--- config.mk ---
export PLATFORM = sky130hd
export DESIGN_NAME = cbez_level
export DESIGN_NICKNAME = d
export VERILOG_FILES = /design/src/hw/rtl/cbez_lerp_cell.sv /design/src/hw/rtl/cbez_level.sv
export SDC_FILE = /design/constraint.sdc
export NUM_CORES = 2
export LEC_CHECK = 0
export BUFFER_PORTS_ARGS = -buffer_cell sky130_fd_sc_hd__buf_2
export CORE_AREA = 5 5 331 333
export DETAILED_ROUTE_END_ITERATION = 12
export DIE_AREA = 0 0 336 338
export GPL_TIMING_DRIVEN = 1
export HOLD_SLACK_MARGIN = 0.06
export PLACE_DENSITY = 0.7
export SYNTH_ARGS = -nofsm -noshare
export SYNTH_HDL_FRONTEND = slang
export SYNTH_SLANG_ARGS = --single-unit
--- constraint.sdc ---
create_clock -name aclk -period 9.3 [get_ports aclk]
set_input_delay 1.86 -clock aclk [delete_from_list [all_inputs] [get_ports aclk]]
set_output_delay 1.86 -clock aclk [all_outputs]
set_load 0.01 [all_outputs]
--- src/hw/rtl/cbez_lerp_cell.sv ---
`timescale 1ns / 1ps

module cbez_lerp_cell #(
    parameter int IN_W   = 10,
    parameter int T_BITS = 10
) (
    input  logic                   aclk,
    input  logic                   load,
    input  logic [IN_W-1:0]        a,
    input  logic [IN_W-1:0]        b,
    input  logic [T_BITS:0]        t,
    output logic [IN_W+T_BITS-1:0] r
);

    localparam int PROD_W = IN_W + T_BITS + 1;
    localparam logic [T_BITS:0] SCALE = (T_BITS+1)'(1) << T_BITS;

    logic [T_BITS:0]        t_inv;
    logic [PROD_W-1:0]      sum;
    logic [IN_W+T_BITS-1:0] r_reg;
    logic [IN_W+T_BITS-1:0] r_next;

    assign t_inv = SCALE - t;

    // a*(S-t) + b*t never exceeds max(a,b)*S, so the top bit drops cleanly
    assign sum = PROD_W'(a) * PROD_W'(t_inv) + PROD_W'(b) * PROD_W'(t);
    assign r_next = sum[IN_W+T_BITS-1:0];

    always_ff @(posedge aclk) begin
        if (load) begin
            r_reg <= r_next;
        end
    end

    assign r = r_reg;

endmodule

--- src/hw/rtl/cbez_level.sv ---
`timescale 1ns / 1ps

module cbez_level #(
    parameter int N      = 3,
    parameter int IN_W   = 10,
    parameter int T_BITS = 10
) (
    input  logic                            aclk,
    input  logic                            aresetn,
    input  logic                            in_valid,
    output logic                            in_ready,
    input  logic [T_BITS:0]                 in_t,
    input  logic [N:0][IN_W-1:0]            in_x,
    input  logic [N:0][IN_W-1:0]            in_y,
    output logic                            out_valid,
    input  logic                            out_ready,
    output logic [T_BITS:0]                 out_t,
    output logic [N-1:0][IN_W+T_BITS-1:0]   out_x,
    output logic [N-1:0][IN_W+T_BITS-1:0]   out_y
);

    logic            valid_reg;
    logic            valid_next;
    logic [T_BITS:0] t_reg;
    logic            load;

    // take a new beat when empty or when the downstream takes the held one
    assign in_ready = !valid_reg || out_ready;
    assign load     = in_valid && in_ready;

    always_comb begin
        valid_next = valid_reg;
        if (in_ready) begin
            valid_next = in_valid;
        end
    end

    always_ff @(posedge aclk) begin
        if (!aresetn) begin
            valid_reg <= 1'b0;
        end else begin
            valid_reg <= valid_next;
        end
    end

    always_ff @(posedge aclk) begin
        if (load) begin
            t_reg <= in_t;
        end
    end

    for (genvar k = 0; k < N; k++) begin : g_cell
        cbez_lerp_cell #(
            .IN_W   (IN_W),
            .T_BITS (T_BITS)
        ) u_cell_x (
            .aclk (aclk),
            .load (load),
            .a    (in_x[k]),
            .b    (in_x[k+1]),
            .t    (in_t),
            .r    (out_x[k])
        );

        cbez_lerp_cell #(
            .IN_W   (IN_W),
            .T_BITS (T_BITS)
        ) u_cell_y (
            .aclk (aclk),
            .load (load),
            .a    (in_y[k]),
            .b    (in_y[k+1]),
            .t    (in_t),
            .r    (out_y[k])
        );
    end

    assign out_valid = valid_reg;
    assign out_t     = t_reg;

endmodule

==> results.sh <==
export IMPL_status="completed"
export IMPL_fin_util_pct=47.9
export IMPL_io_buffers=227
export IMPL_drv_cap=0
export IMPL_placed_area_sq_um=50300
export IMPL_cts_made_buffers=17
export IMPL_finalMaxSlewViolations=0
export IMPL_reg2reg_slack_ns=7.40
export IMPL_hp_start="out_valid"
export IMPL_cts_tree="built"
export IMPL_drcViolationCount=0
export IMPL_final_common_cell="inv_1"
export IMPL_root_buffer="clkbuf_16"
export IMPL_synth_area_leaders="fa_1, ha_1, inv_1"
export IMPL_rr_worst_depth=3
export IMPL_start_util_pct=44.7
export IMPL_track_usage_pct=21.7
export IMPL_crit_slowest_cell="xor2_4"
export IMPL_crit_arrival_ns=9.21
export IMPL_period_share_pct=96.1
export IMPL_cts_max_level=4
export IMPL_required_ns=9.58
export IMPL_critical_path_top_delay_family="adder cells"
export IMPL_first_iter_violations=1762
export IMPL_drt_total_wl_microns=118000
export IMPL_async_flop_share_pct=0
export IMPL_cp_max_fo=17
export IMPL_post_cts_buffers=0
export IMPL_end_kind="register"
export IMPL_fp_row_count=120
export IMPL_core_area_sq_um=106000
export IMPL_postCtsHoldBufs=0
export IMPL_hold_depth=2
export IMPL_layout_min_cycle_time_ns=8.93
export IMPL_fp_dieW_microns=336
export IMPL_max_freq_mhz=112
export IMPL_syn_avg_cell_area_sq_um=9.37
export IMPL_yosysTopAreaCellShare_pct=43.5
export IMPL_ant_nets=0
export IMPL_rr_startpoint="out_valid"
export IMPL_hpwlAfterDp_microns=95100
export IMPL_wl_per_cell_microns=17.9
export IMPL_ys_seq_area_share_pct=8.32
export IMPL_ys_warn_count=0
export IMPL_clockBufferDepth=2
export IMPL_hold_viol=0
export IMPL_grt_start_max_net_pins=63
export IMPL_cpMostUsedCell="fa_1"
export IMPL_synth_fp_nets=6750
export IMPL_cts_resized=0
export IMPL_slowest_delay_ns=0.73
export IMPL_worstMarginPinSlew_ns=0.863
export IMPL_avgViaCountPerCell=5.06
export IMPL_worst_setup_path_start_kind="primary input"
export IMPL_gr_total_overflow=0
export IMPL_clock_skew_ns=0.0160
export IMPL_dr_pass1_iters=7
export IMPL_yosysTopAreaCell="fa_1"
export IMPL_crit_buf_inv=6
export IMPL_crit_type="primary input to register"
export IMPL_ys_types=58
export IMPL_clock_sinks=132
export IMPL_gp_congestion=0.871
export IMPL_min_path_type="register to register"
export IMPL_drive_gt1_share_pct=6.96
export IMPL_design_area_sq_um=50900
export IMPL_grt_pass1_wl_microns=192000
export IMPL_synthFlopType="edfxtp_1"
export IMPL_netlist_area_sq_um=47500
export IMPL_io_pins=228
export IMPL_clock_latency_ns=0.53
export IMPL_die_y_microns=338
export IMPL_syn_inst=5070
export IMPL_antenna_found_initial=30
export IMPL_hold_end="out_valid"
export IMPL_die_area_sq_um=114000
export IMPL_area_delta_synth_final_pct=7.18
export IMPL_r2r_end="g_cell[1].u_cell_y.r[10]"
export IMPL_synth_edff_count=131
export IMPL_grt_pass1_vias=36000
export IMPL_path_clk_slew_ns=0.08
export IMPL_maxSlewHeadroom_pct=42.5
export IMPL_synth_seq_cells=132
export IMPL_vias=33200
export IMPL_finish_net_count=6813
export IMPL_final_cell_mix="inv_1, fa_1, and2_1"
export IMPL_finalSetupViolCount=0
[Yosys cell counts (3+ instances only)]
library cell,number
a211oi_1,9
a21o_1,38
buf_2,6
and2_1,692
nand3_1,9
fa_1,1032
clkbuf_1,250
nor2b_1,8
a31o_2,3
o21a_1,13
nand4_1,3
nand2b_1,14
o21bai_1,11
a31oi_1,3
a21oi_1,77
o21ai_0,32
xor2_1,27
nor2_1,52
o31ai_1,3
buf_1,4
or3_1,3
a311o_1,3
inv_1,1262
o21ai_1,14
nand2_1,620
o211ai_1,8
xnor2_1,143
ha_1,553
nor3_1,8
edfxtp_1,131
[metrics by stage]
step / TNS (ns) / hold slack [ns] / setup slack, ns / std cells
after global placement: 0 / 0.509 / 0.0956 / 6517
after detailed placement: -0.167 / 0.533 / -0.0468 / 6517
after CTS: 0 / 0.546 / 0.519 / 6549
final: 0 / 0.541 / 0.366 / 6566
after global routing: -0.00941 / 0.605 / -0.00941 / 6560
after floorplan: 0 / 0.610 / 0.0383 / 5070
[area by class of cell]
class                   count  area [sq um]
repair buffers            304          1890
flip-flops and latches    132          3950
fillers                  9974         55400
inverters                1262          4740
multi-input cells        3416         37900
well taps                1403          1760
clock buffers              17           425
diodes                     17          42.5
clock inverters            15           181
[layer usage]
| layer | global-route usage (%) | vias to the layer above | wire length [microns] |
|---|---|---|---|
| met5 | 0 | - | 36 |
| met4 | 7.71 | 6 | 4030 |
| li1 | - | 14900 | - |
| met3 | 4.11 | 193 | 8020 |
| met1 | 28.3 | 17200 | 48100 |
| met2 | 36.5 | 942 | 57500 |
[tightest hold or removal path, delay by kind of cell, from the launching register on]
family           cells  cell delay [ns]
AND/OR/NAND/NOR      1             0.10
AO/OA/AOI/OAI        1             0.09
flip-flops           1             0.31
[cells by family after synthesis]
| logic type | share of synthesized area [%] |
|---|---|
| AND/OR/NAND/NOR | 15.2 |
| buffers and inverters | 12.0 |
| adder cells (fa/ha/maj) | 58.1 |
| flip-flops | 8.32 |
| AO/OA/AOI/OAI | 3.21 |
| XOR/XNOR | 3.17 |
[worst max path at each step]
stage,start,end,depth (start not counted)
CTS,in_t[0],g_cell[1].u_cell_y.r[18],27
global route,in_t[4],g_cell[2].u_cell_x.r[18],25
detailed placement,in_t[0],g_cell[0].u_cell_y.r[16],28
floorplan,in_t[0],g_cell[1].u_cell_y.r[18],31
finish,in_t[4],g_cell[2].u_cell_x.r[18],25
global placement,in_t[4],g_cell[1].u_cell_y.r[18],24
Power is not shown: default switching activity piles up to over one toggle a cycle in this logic, so the estimate is an artifact.
